===== config.mk =====
export PLATFORM = sky130hd
export DESIGN_NAME = ts_pes_demux
export DESIGN_NICKNAME = d
export VERILOG_FILES = /design/src/rtl/core/tspd_pkg.sv /design/src/rtl/core/ts_pes_demux.sv
export SDC_FILE = /design/constraint.sdc
export NUM_CORES = 1
export LEC_CHECK = 0
export ABC_AREA = 0
export BUFFER_PORTS_ARGS = -buffer_cell sky130_fd_sc_hd__buf_4
export CORE_ASPECT_RATIO = 0.5
export CORE_UTILIZATION = 56
export DETAILED_ROUTE_END_ITERATION = 10
export HOLD_SLACK_MARGIN = 0.1
export PLACE_DENSITY = 0.77
export SYNTH_ARGS = -nofsm -noshare
export SYNTH_HDL_FRONTEND = slang
export SYNTH_SLANG_ARGS = --single-unit
export TNS_END_PERCENT = 100

===== constraint.sdc =====
create_clock -name clk -period 8.97 [get_ports clk]
set_input_delay 1.794 -clock clk [delete_from_list [all_inputs] [get_ports clk]]
set_output_delay 1.794 -clock clk [all_outputs]
set_load 0.05 [all_outputs]

===== src/rtl/core/tspd_pkg.sv =====
// Package with the shared constants and types of the transport stream PES demultiplexer.
`default_nettype none
package tspd_pkg;
    localparam int unsigned PACKET_BYTES = 188;
    localparam int unsigned POS_W = 8;
    localparam logic [7:0] SYNC_BYTE = 8'h47;

    typedef enum logic [1:0] {
        CFG_AUDIO_PID    = 2'd0,
        CFG_AUDIO_ENABLE = 2'd1,
        CFG_VIDEO_PID    = 2'd2,
        CFG_VIDEO_ENABLE = 2'd3
    } cfg_index_t;

    typedef enum logic [1:0] {
        PH_SKIP    = 2'd0,
        PH_HEADER  = 2'd1,
        PH_FILL    = 2'd2,
        PH_PAYLOAD = 2'd3
    } pes_phase_t;

    typedef enum logic [1:0] {
        STREAM_NONE  = 2'd0,
        STREAM_AUDIO = 2'd1,
        STREAM_VIDEO = 2'd2
    } packet_stream_t;

    typedef struct packed {
        pes_phase_t  phase;
        logic [16:0] index;
        logic [16:0] total;
        logic [8:0]  header_length;
        logic [1:0]  flags;
        logic [32:0] pts;
        logic [32:0] dts;
        logic [1:0]  stamp_valid;
    } pes_state_t;

    typedef struct packed {
        logic [7:0]  payload_byte;
        logic        stream_select;
        logic        chunk_first;
        logic        chunk_last;
        logic        unit_start;
        logic [32:0] pts_value;
        logic        pts_valid;
        logic [32:0] dts_value;
        logic        dts_valid;
    } result_t;
endpackage
`default_nettype wire


===== src/rtl/core/ts_pes_demux.sv =====
// Top level of the transport stream PES demultiplexer.
// The block takes one transport stream byte per beat and gives at most one
// payload byte per beat. Each input byte is handled by one pass of
// combinational logic over the packet and PES state, and its result is held
// in an output register, so a byte can be accepted in every cycle: one byte
// per cycle sustained unless stalled, result in the next cycle. Input
// ready drops only while a result is waiting and the output is stalled. The
// block hunts for the 0x47 sync byte, frames 188-byte packets, keeps packets
// whose PID matches the enabled audio or video PID (audio wins when both
// match), skips the adaptation field and parses one PES header per stream.
// Timestamps appear only on the first payload byte after a PES header and
// read as zero when not valid. Configuration writes are expected while idle.
`default_nettype none
module ts_pes_demux (
    input  wire logic        clk,
    input  wire logic        rst_n,
    input  wire logic        cfg_valid,
    output logic             cfg_ready,
    input  wire logic [1:0]  cfg_index,
    input  wire logic [12:0] cfg_data,
    input  wire logic        in_valid,
    output logic             in_ready,
    input  wire logic [7:0]  stream_byte,
    output logic             out_valid,
    input  wire logic        out_ready,
    output logic [7:0]       payload_byte,
    output logic             stream_select,
    output logic             chunk_first,
    output logic             chunk_last,
    output logic             unit_start,
    output logic [32:0]      pts_value,
    output logic             pts_valid,
    output logic [32:0]      dts_value,
    output logic             dts_valid
);
    // Configuration registers.
    logic [12:0] audio_pid_reg, video_pid_reg;
    logic        audio_enable_reg, video_enable_reg;

    // Packet framing state.
    logic [tspd_pkg::POS_W-1:0] byte_position_reg, byte_position_next;
    logic [12:0] packet_pid_reg, packet_pid_next;
    tspd_pkg::packet_stream_t packet_stream_reg, packet_stream_next;
    logic        packet_unit_start_reg, packet_unit_start_next;
    logic [1:0]  adaptation_control_reg, adaptation_control_next;
    logic [8:0]  adaptation_skip_reg, adaptation_skip_next;
    logic        chunk_started_reg, chunk_started_next;
    tspd_pkg::pes_state_t pes_reg [2];
    tspd_pkg::pes_state_t pes_next [2];

    // Output stage.
    logic              out_valid_reg, out_valid_next;
    tspd_pkg::result_t result_reg, result_next;

    logic accept;
    logic emit;
    tspd_pkg::result_t res;

    assign cfg_ready = 1'b1;
    // A new byte enters whenever the output stage is empty or being drained.
    assign in_ready  = !out_valid_reg || out_ready;
    assign accept    = in_valid && in_ready;

    always_ff @(posedge clk or negedge rst_n)
    begin
        if (!rst_n)
        begin
            audio_pid_reg    <= 13'h1fff;
            audio_enable_reg <= 1'b0;
            video_pid_reg    <= 13'h1fff;
            video_enable_reg <= 1'b0;
        end
        else if (cfg_valid)
        begin
            case (tspd_pkg::cfg_index_t'(cfg_index))
                tspd_pkg::CFG_AUDIO_PID:    audio_pid_reg    <= cfg_data;
                tspd_pkg::CFG_AUDIO_ENABLE: audio_enable_reg <= cfg_data[0];
                tspd_pkg::CFG_VIDEO_PID:    video_pid_reg    <= cfg_data;
                tspd_pkg::CFG_VIDEO_ENABLE: video_enable_reg <= cfg_data[0];
                default: ;
            endcase
        end
    end

    // Packet framing and PES parser step for one byte; computes the new state and
    // raises emit when the byte is a payload byte of the selected stream.
    always_comb
    begin
        logic        s;
        logic [7:0]  b;
        logic        pes_go;
        logic        is_last_pos;
        logic [16:0] idx;
        logic [16:0] idx_inc;
        logic [8:0]  code;
        logic        bounded;
        tspd_pkg::pes_state_t p;

        b   = stream_byte;
        s   = 1'b0;
        pes_go = 1'b0;
        emit = 1'b0;
        res = '0;
        is_last_pos = ({1'b0, byte_position_reg} + 9'd1) >= 9'(tspd_pkg::PACKET_BYTES);

        byte_position_next      = byte_position_reg;
        packet_pid_next         = packet_pid_reg;
        packet_stream_next      = packet_stream_reg;
        packet_unit_start_next  = packet_unit_start_reg;
        adaptation_control_next = adaptation_control_reg;
        adaptation_skip_next    = adaptation_skip_reg;
        chunk_started_next      = chunk_started_reg;
        pes_next[0] = pes_reg[0];
        pes_next[1] = pes_reg[1];

        if (byte_position_reg == '0)
        begin
            if (b == tspd_pkg::SYNC_BYTE)
            begin
                chunk_started_next = 1'b0;
                packet_stream_next = tspd_pkg::STREAM_NONE;
                byte_position_next = tspd_pkg::POS_W'(1);
            end
        end
        else
        begin
            if (byte_position_reg == 8'd1)
            begin
                packet_pid_next        = {b[4:0], 8'h00};
                packet_unit_start_next = b[6];
            end
            else if (byte_position_reg == 8'd2)
            begin
                packet_pid_next = {packet_pid_reg[12:8], b};
                if (audio_enable_reg && packet_pid_next == audio_pid_reg)
                    packet_stream_next = tspd_pkg::STREAM_AUDIO;
                else if (video_enable_reg && packet_pid_next == video_pid_reg)
                    packet_stream_next = tspd_pkg::STREAM_VIDEO;
                else
                    packet_stream_next = tspd_pkg::STREAM_NONE;
            end
            else if (byte_position_reg == 8'd3)
            begin
                adaptation_control_next = b[5:4];
                if (b[5:4] == 2'd0 || b[5:4] == 2'd2)
                    packet_stream_next = tspd_pkg::STREAM_NONE;
                else if (packet_stream_reg != tspd_pkg::STREAM_NONE && b[5:4] == 2'd1
                         && packet_unit_start_reg)
                begin
                    s = (packet_stream_reg == tspd_pkg::STREAM_VIDEO);
                    pes_next[s].phase = tspd_pkg::PH_HEADER;
                    pes_next[s].index = '0;
                end
            end
            else if (packet_stream_reg != tspd_pkg::STREAM_NONE)
            begin
                s = (packet_stream_reg == tspd_pkg::STREAM_VIDEO);
                if (adaptation_control_reg == 2'd1)
                    pes_go = 1'b1;
                else if (byte_position_reg == 8'd4)
                begin
                    adaptation_skip_next = {1'b0, b};
                    if ((9'd5 + {1'b0, b}) < 9'(tspd_pkg::PACKET_BYTES)
                        && packet_unit_start_reg)
                    begin
                        pes_next[s].phase = tspd_pkg::PH_HEADER;
                        pes_next[s].index = '0;
                    end
                end
                else if (adaptation_skip_reg != '0)
                    adaptation_skip_next = adaptation_skip_reg - 9'd1;
                else
                    pes_go = 1'b1;
            end
            byte_position_next = is_last_pos ? '0 : byte_position_reg + 8'd1;
        end

        // PES byte handling for the selected stream.
        p       = pes_reg[s];
        idx     = p.index;
        idx_inc = idx + 17'd1;
        code    = {1'b1, b};
        bounded = (p.total != '0);
        if (pes_go)
        begin
            case (p.phase)
                tspd_pkg::PH_HEADER:
                begin
                    if ((idx <= 17'd1 && b != 8'h00) || (idx == 17'd2 && b != 8'h01))
                        p.phase = tspd_pkg::PH_SKIP;
                    else if (idx == 17'd3 && !((code >= 9'h1c0 && code <= 9'h1df)
                             || (code >= 9'h1e0 && code <= 9'h1ef) || code == 9'h1bd))
                        p.phase = tspd_pkg::PH_SKIP;
                    else
                    begin
                        if (idx == 17'd4) p.total = {1'b0, b, 8'h00};
                        if (idx == 17'd5) p.total = {p.total[16:8], b};
                        if (idx == 17'd7) p.flags = b[7:6];
                        p.index = idx_inc;
                        if (idx == 17'd8)
                        begin
                            p.header_length = {1'b0, b} + 9'd9;
                            if (p.total != '0)
                                p.total = p.total + 17'd6;
                            if (b == 8'h00)
                            begin
                                p.stamp_valid = '0;
                                p.phase = tspd_pkg::PH_PAYLOAD;
                            end
                            else
                                p.phase = tspd_pkg::PH_FILL;
                        end
                    end
                end
                tspd_pkg::PH_FILL:
                begin
                    if (idx == 17'd9)  p.pts = {b[3:1], 30'd0};
                    if (idx == 17'd10) p.pts[29:22] = b;
                    if (idx == 17'd11) p.pts[21:15] = b[7:1];
                    if (idx == 17'd12) p.pts[14:7] = b;
                    if (idx == 17'd13) p.pts[6:0] = b[7:1];
                    if (idx == 17'd14) p.dts = {b[3:1], 30'd0};
                    if (idx == 17'd15) p.dts[29:22] = b;
                    if (idx == 17'd16) p.dts[21:15] = b[7:1];
                    if (idx == 17'd17) p.dts[14:7] = b;
                    if (idx == 17'd18) p.dts[6:0] = b[7:1];
                    p.index = idx_inc;
                    if (idx_inc == {8'd0, p.header_length})
                    begin
                        p.stamp_valid[0] = (p.flags[1]) && (p.header_length >= 9'd14);
                        p.stamp_valid[1] = (p.flags == 2'd3) && (p.header_length >= 9'd19);
                        p.phase = tspd_pkg::PH_PAYLOAD;
                    end
                end
                tspd_pkg::PH_PAYLOAD:
                begin
                    if (!(bounded && idx >= p.total))
                    begin
                        emit = 1'b1;
                        res.payload_byte  = b;
                        res.stream_select = s;
                        res.chunk_first   = !chunk_started_reg;
                        res.chunk_last    = is_last_pos || (bounded && idx_inc == p.total);
                        res.unit_start    = packet_unit_start_reg;
                        res.pts_valid     = p.stamp_valid[0];
                        res.pts_value     = p.stamp_valid[0] ? p.pts : '0;
                        res.dts_valid     = p.stamp_valid[1];
                        res.dts_value     = p.stamp_valid[1] ? p.dts : '0;
                        if (bounded)
                            p.index = idx_inc;
                        p.stamp_valid = '0;
                        chunk_started_next = 1'b1;
                    end
                end
                default: ;
            endcase
            pes_next[s] = p;
        end
    end

    assign out_valid_next = accept ? emit : (out_valid_reg && !out_ready);
    assign result_next    = (accept && emit) ? res : result_reg;

    always_ff @(posedge clk or negedge rst_n)
    begin
        if (!rst_n)
        begin
            byte_position_reg      <= '0;
            packet_pid_reg         <= '0;
            packet_stream_reg      <= tspd_pkg::STREAM_NONE;
            packet_unit_start_reg  <= 1'b0;
            adaptation_control_reg <= '0;
            adaptation_skip_reg    <= '0;
            chunk_started_reg      <= 1'b0;
            pes_reg[0]             <= '0;
            pes_reg[1]             <= '0;
            out_valid_reg          <= 1'b0;
        end
        else
        begin
            out_valid_reg <= out_valid_next;
            if (accept)
            begin
                byte_position_reg      <= byte_position_next;
                packet_pid_reg         <= packet_pid_next;
                packet_stream_reg      <= packet_stream_next;
                packet_unit_start_reg  <= packet_unit_start_next;
                adaptation_control_reg <= adaptation_control_next;
                adaptation_skip_reg    <= adaptation_skip_next;
                chunk_started_reg      <= chunk_started_next;
                pes_reg[0]             <= pes_next[0];
                pes_reg[1]             <= pes_next[1];
            end
        end
    end

    always_ff @(posedge clk)
    begin
        result_reg <= result_next;
    end

    assign out_valid     = out_valid_reg;
    assign payload_byte  = result_reg.payload_byte;
    assign stream_select = result_reg.stream_select;
    assign chunk_first   = result_reg.chunk_first;
    assign chunk_last    = result_reg.chunk_last;
    assign unit_start    = result_reg.unit_start;
    assign pts_value     = result_reg.pts_value;
    assign pts_valid     = result_reg.pts_valid;
    assign dts_value     = result_reg.dts_value;
    assign dts_valid     = result_reg.dts_valid;
endmodule
`default_nettype wire


After elaboration in Yosys (flattened, before gate mapping)
Index checks and enable logic that the tools add are counted.
- register bits: 367
- input port bits: 28
- word-level logic and storage cells: 268
- add/subtract/negate cells: 7
- $lt $le $gt $ge: 14
- eq/ne operators: 40
- multiplexer cells: 106
- bitwise logic cells: 11
- reductions and logical operators: 53
- operators with widths (kind ; number):
    $mux 230 ; 11
    $bwmux 230 ; 3
    $mux 115 ; 5
    $demux 115 s1 ; 3
    $mux 17 ; 9
    $eq 17x4->1 const B ; 8
    $mux 66 ; 2
    $mux 113 ; 1
    $mux 45 ; 2
    $mux 8 ; 9
    $mux 33 ; 2
    $mux 28 ; 2
    $eq 17x3->1 const B ; 3
    $eq 17x5->1 const B ; 3
    $pmux 17 s3 ; 1
    $mux 2 ; 21
    $eq 17x2->1 const B ; 2
    $reduce_bool 17->1 ; 2
    $mux 7 ; 4
    $eq 13x13->1 ; 2
    $mux 26 ; 1
    $mux 1 ; 25
    $logic_and 1x1->1 ; 19
    $ge 9x9->1 const B ; 2
    other kinds (48) ; 89

Depth between registers and ports, before layout
- depth after elaboration: 29
- mapped depth: 26
- mapped depth without buffers: 17

Least setup slack after synthesis
No wires, ideal clock.
- kind: input to register
- start: in stream_byte[4]
- end: reg result_reg (netlist bit chunk_first) (enable)
- arrival: 9.208 ns
- data required time: 8.449 ns
- setup slack: -0.758 ns
- cell stages on the path: 21
- path buffers: 7
- cell sequence: clkbuf_1 nor2b_1 and3_1 o21ai_4 buf_6 buf_6 buf_6 buf_4 buf_2 buf_2 mux2i_1 inv_1 ha_1 nor2b_1 o21ai_0 nand2b_1 a2111oi_0 o311ai_0 o41ai_2 nand3_1 nor2_1
- longest elaborated chain between the ends: 19
- elaborated cells between the ends (all ways): 24
- RTL lines (element ; line ; source):
    from (decl) ; ts_pes_demux.sv:23 ; input wire logic [7:0] stream_byte,
    $eq 2x1->1 ; ts_pes_demux.sv:147 ; else if (packet_stream_reg != tspd_pkg::STREAM_NONE && b[5:4] == 2'd1
    $logic_and 1x1->1 ; ts_pes_demux.sv:147 ;
    $logic_and 1x1->1 ; ts_pes_demux.sv:148 ; && packet_unit_start_reg)
    $mux 1 ; ts_pes_demux.sv:147 ;
    $mux 1 (*) ; ts_pes_demux.sv:145 ; if (b[5:4] == 2'd0 || b[5:4] == 2'd2)
    $mux 1 (*) ; ts_pes_demux.sv:142 ; else if (byte_position_reg == 8'd3)
    $mux 1 (*) ; ts_pes_demux.sv:132 ; else if (byte_position_reg == 8'd2)
    $mux 1 (*) ; ts_pes_demux.sv:127 ; if (byte_position_reg == 8'd1)
    $mux 1 (*) ; ts_pes_demux.sv:116 ; if (byte_position_reg == '0)
    $not 1->2 (implied by the code) (*) ; ts_pes_demux.sv:179 ; p = pes_reg[s];
    $mux 115 (implied by the code) (*) (3 in series) ; ts_pes_demux.sv:179 ;
    $ge 17x17->1 / $reduce_bool 17->1 (equally long branches) ; ts_pes_demux.sv:237, ts_pes_demux.sv:183 ;
    $logic_and 1x1->1 ; ts_pes_demux.sv:237 ; if (!(bounded && idx >= p.total))
    $mux 1 ; ts_pes_demux.sv:237 ;
    $mux 1 (*) ; ts_pes_demux.sv:186 ; case (p.phase)
    $mux 1 (*) ; ts_pes_demux.sv:184 ; if (pes_go)
    $logic_and 1x1->1 (*) ; ts_pes_demux.sv:262 ; assign result_next = (accept && emit) ? res : result_reg;
    to (signal assigned) ; ts_pes_demux.sv:299 ; result_reg <= result_next;
    to (decl) ; ts_pes_demux.sv:53 ; tspd_pkg::result_t result_reg, result_next;
Mark *: on every way between the ends. The rest lies on a longest branch, timed or not. The select of a mux whose other input is x is not followed.
A chain may end at the register's enable or synchronous reset.

Final worst setup path
- start: in stream_byte[4]
- end: reg result_reg (netlist bit pts_value[5]) (enable)
The elaborated chain is that of the path after synthesis.

==> flow_summary.rst <==
.. list-table::
   :header-rows: 1

   * - Metric
     - Value
   * - Sequential Area
     - about 9600 um^2
   * - Top FF cell, synth
     - sky130_fd_sc_hd__dfrtp_1
   * - Initial antenna violation count
     - 1
   * - Nature of the critical path endpoint
     - flip-flop
   * - CTS max path bufs
     - 3
   * - Count of different cell masters after synthesis
     - 100
   * - Via count of the first global-routing pass
     - 15900
   * - Layout overhead on the synthesized area
     - 10.7%
   * - Floorplan die height
     - 138 um
   * - Total power of the final layout
     - roughly 3.7 mW
   * - Switching Fraction
     - 0.271
   * - Master cell of the clock root buffer
     - sky130_fd_sc_hd__clkbuf_16
   * - Post-synthesis async set-or-reset flop share
     - 0.782
   * - Status
     - finished clean
   * - Non-filler cells, final
     - around 2600
   * - Lkg Pwr
     - 9.54 nW
   * - FF+latch count, synth
     - ~370
   * - Arrival time worst endpoint
     - 7900 ps
   * - Total power per unit cell area
     - between 150 and 200 nW/um^2
   * - Worst setup path startpoint
     - stream_byte[4]
   * - Largest net degree at the start of global routing
     - roughly 110
   * - Gate count after technology mapping
     - about 2100
   * - Cell Rows
     - 49
   * - Setup violators final
     - 0
   * - Shortest clock period the worst path allows after layout
     - 7740 ps
   * - TritonCTS buffer count
     - 34
   * - First-pass GRT wire length
     - ~94000 um
   * - Required @ worst endpoint
     - 9140 ps
   * - Share of power burned in registers
     - 0.494
   * - Post-route DRC
     - 0
   * - Portion of total power attributed to combinational logic
     - 0.119
   * - Routed via count
     - 17000
   * - Final clock period utilization by the worst path
     - 0.863
   * - Number of max-cap violations
     - 0
   * - Core area
     - between 30000 and 40000 um^2
   * - Share of power burned in the clock network
     - 0.387
   * - Number of hold buffers added after cts
     - 0
   * - DP Wirelength
     - roughly 43000 um
   * - Filler cell count
     - 2917
   * - Cell area reported after detailed placement
     - approximately 22000 um^2
   * - Final standard cell area without fillers
     - ~23000 um^2
   * - Endpoint of the worst-slack reg-to-reg timing path
     - pts_value[5]
   * - Routability congestion estimate
     - approximately 0.99
   * - Count of endpoints failing hold in the final timing report
     - 0
   * - Count of flip-flops with a built-in enable after synthesis
     - 80
   * - Count of yosys warnings during synthesis
     - 0
   * - Clock net sink count
     - ~370
   * - Final design utilization
     - 0.632
   * - Proportion of layout cells with a drive suffix above 1
     - 0.173
   * - Cell area after synthesis
     - 20600 um^2
   * - Flip-flop count of the largest register, all copies and words added
     - 230
   * - P_int
     - 2.69 mW
   * - CP Max Fanout
     - 77
   * - Final global-route overflow total
     - 0
   * - Insertion delay of the later-clocked pin in the worst-skew pair
     - 540 ps
   * - Count of nets after finishing
     - 2190
   * - Final sum of negative setup slack
     - 0 ps
   * - Launch point of the worst reg-to-reg path
     - byte_position_reg[0]
   * - Routed via count divided by cell count
     - around 6.4
   * - Count of pins over their slew limit
     - 0
   * - Clock transition at the registers of the reported paths
     - approximately 60 ps
   * - H-tree Lvls
     - 2
   * - Skew final
     - between 10 and 15 ps
   * - Post-Syn Area per Cell
     - roughly 9.9 um^2
   * - Number of input and output port buffers inserted
     - around 110
   * - Critical setup path kind
     - input port to flip-flop
   * - Routed WL per cell
     - about 23 um
   * - Crit path capture
     - pts_value[5]
   * - Antenna violation net count after detailed routing
     - 0
   * - Count of buffers added by post-CTS timing repair for setup
     - 0
   * - Post-synthesis net count
     - ~2100
   * - Max_slew headroom
     - 0.140
   * - Net Sw Power
     - approximately 1000 uW
   * - Highest clock rate
     - ~0.13 GHz
   * - Peak VDD IR
     - 0.154 mV
   * - Total routed wirelength
     - roughly 62000 um
   * - CTS tree
     - built
   * - Top-level port count
     - 111
   * - Number of design-rule violations left by the first detailed-router iteration
     - around 2000
   * - Initial core utilization
     - 0.571
   * - Path class of the lowest-slack min-delay path
     - flip-flop to flip-flop
   * - Sequential fraction of the synthesis area
     - 0.466
   * - Setup repair after global routing missed its margin
     - false
   * - Setup slack, reg-to-reg
     - ~1700 ps
   * - Die W
     - between 200 and 300 um
   * - Number of cells after detailed placement
     - around 2600
   * - First drt pass iteration count
     - 6
   * - Footprint of the multi-input gates
     - between 10000 and 15000 um^2
   * - Tot GR Track Use
     - 0.329
   * - Nature of the critical path startpoint
     - input port
   * - Die Area
     - 37600 um^2
   * - Slew @ Worst Pin
     - 1270 ps
   * - Reg2Reg Depth
     - 16
   * - CTS-repair resized insts
     - 0
[worst max-delay path: stages]
cell	delay, ps
sky130_fd_sc_hd__buf_4	260
sky130_fd_sc_hd__nor2b_1	250
sky130_fd_sc_hd__nand3_1	370
sky130_fd_sc_hd__a21oi_4	710
sky130_fd_sc_hd__buf_4	550
sky130_fd_sc_hd__mux2i_1	400
sky130_fd_sc_hd__ha_1	310
sky130_fd_sc_hd__o21ai_0	80
sky130_fd_sc_hd__nand2b_1	70
sky130_fd_sc_hd__a2111oi_0	880
sky130_fd_sc_hd__o311ai_0	600
sky130_fd_sc_hd__o41ai_2	260
sky130_fd_sc_hd__nand3_1	480
sky130_fd_sc_hd__nor2_4	330
sky130_fd_sc_hd__buf_12	320
[power by group through the flow]
| stage | clock network [mW] | registers [mW] | logic, mW |
|---|---|---|---|
| finish | 1.43 | 1.82 | 0.440 |
| global placement | 0 | 1.85 | 0.421 |
| floorplan | 0 | 1.83 | 0.294 |
| detailed placement | 0 | 1.85 | 0.428 |
| global route | 1.51 | 1.83 | 0.474 |
| CTS | 1.44 | 1.82 | 0.433 |
[layer usage]
metal,vias to the layer above,routed length (um),track usage
met3,117,6860,0.102
met5,-,0,0
li1,7683,-,-
met1,8354,26900,0.470
met4,0,1610,0.0928
met2,834,26500,0.480
[final cells by class]
class                      instances  area share
antenna                            1    0.000110
clock buffer                      48      0.0427
clock inverter                    14     0.00422
inverter                          44     0.00723
multi-input combinational       1542       0.450
sequential                       367       0.421
tap                              484      0.0265
timing repair buffer             141      0.0478
[worst min path at each step]
stage | cells after the start | slack, ps | endpoint | from
final | 2 | 480 | pes_reg[26] | pes_reg[26]
after floorplan | 2 | 440 | pes_reg[189] | pes_reg[189]
after CTS | 1 | 480 | chunk_started_reg | chunk_started_reg
after detailed placement | 1 | 470 | chunk_started_reg | chunk_started_reg
after global placement | 2 | 460 | pes_reg[178] | pes_reg[178]
after global routing | 2 | 500 | pes_reg[24] | pes_reg[24]
[Yosys cell counts (all sizes together), types with 10 or more instances]
library cell  number  share of area
buf               51          0.014
nand2            248          0.045
and2              17         0.0052
nor2             189          0.034
o21ai            186          0.046
o221ai            10         0.0042
nand3             59          0.015
dfstp             26          0.033
clkbuf            82          0.015
a21oi             80          0.020
inv               44         0.0080
edfxtp            80           0.12
nor3b             12         0.0044
a221o             11         0.0053
and3              20         0.0063
or3               12         0.0036
mux2             111          0.061
xnor2             56          0.024
o22a              36          0.015
nor3              37         0.0095
nor4              23         0.0080
o31ai             15         0.0055
xor2              30          0.013
a22oi             16         0.0061
a31oi             25         0.0079
mux2i            112          0.057
o22ai             27         0.0082
dfrtp            261           0.32
ha                32          0.019
o211ai            10         0.0036
nand4             34          0.010
[per-stage QoR]
step | hold WS, ps | setup slack, ps
2_1_floorplan | 444 | 600
3_3_place_gp | 460 | 1220
3_5_place_dp | 469 | 1080
4_1_cts | 484 | 1580
5_1_grt | 498 | 1040
6_report | 479 | 1230
[layout by cell type (no fill, tap or decap), types with 15 or more instances in the layout]
master                      instances
sky130_fd_sc_hd__xnor2_1           55
sky130_fd_sc_hd__nand4_1           34
sky130_fd_sc_hd__o31ai_1           15
sky130_fd_sc_hd__nor3_1            34
sky130_fd_sc_hd__dfstp_2           26
sky130_fd_sc_hd__o21ai_0          158
sky130_fd_sc_hd__o21ai_1           24
sky130_fd_sc_hd__dfrtp_1          261
sky130_fd_sc_hd__mux2i_1          105
sky130_fd_sc_hd__a31oi_1           24
sky130_fd_sc_hd__o22ai_1           27
sky130_fd_sc_hd__o22a_1            36
sky130_fd_sc_hd__nand3_1           57
sky130_fd_sc_hd__nor4_1            21
sky130_fd_sc_hd__mux2_2           107
sky130_fd_sc_hd__nor2_1           188
sky130_fd_sc_hd__edfxtp_1          80
sky130_fd_sc_hd__ha_1              32
sky130_fd_sc_hd__a21oi_1           79
sky130_fd_sc_hd__a22oi_1           15
sky130_fd_sc_hd__inv_1             42
sky130_fd_sc_hd__nand2_1          245
sky130_fd_sc_hd__and2_1            15
sky130_fd_sc_hd__and3_1            19
sky130_fd_sc_hd__buf_4            138
sky130_fd_sc_hd__xor2_1            30
sky130_fd_sc_hd__clkbuf_16         36
[logic make-up after synthesis]
logic type | count (synthesis) | share of synthesized area
xor gates and xnor gates | 88 | 0.0391
AOI/OAI and AO/OA | 507 | 0.164
buffers and inverters | 177 | 0.0374
and+or+nand+nor | 691 | 0.156
other | 1 | 0.000182
muxes | 223 | 0.118
DFF | 367 | 0.466
adders and majority gates | 32 | 0.0194
Note: power is estimated with default switching activity, not from simulation.
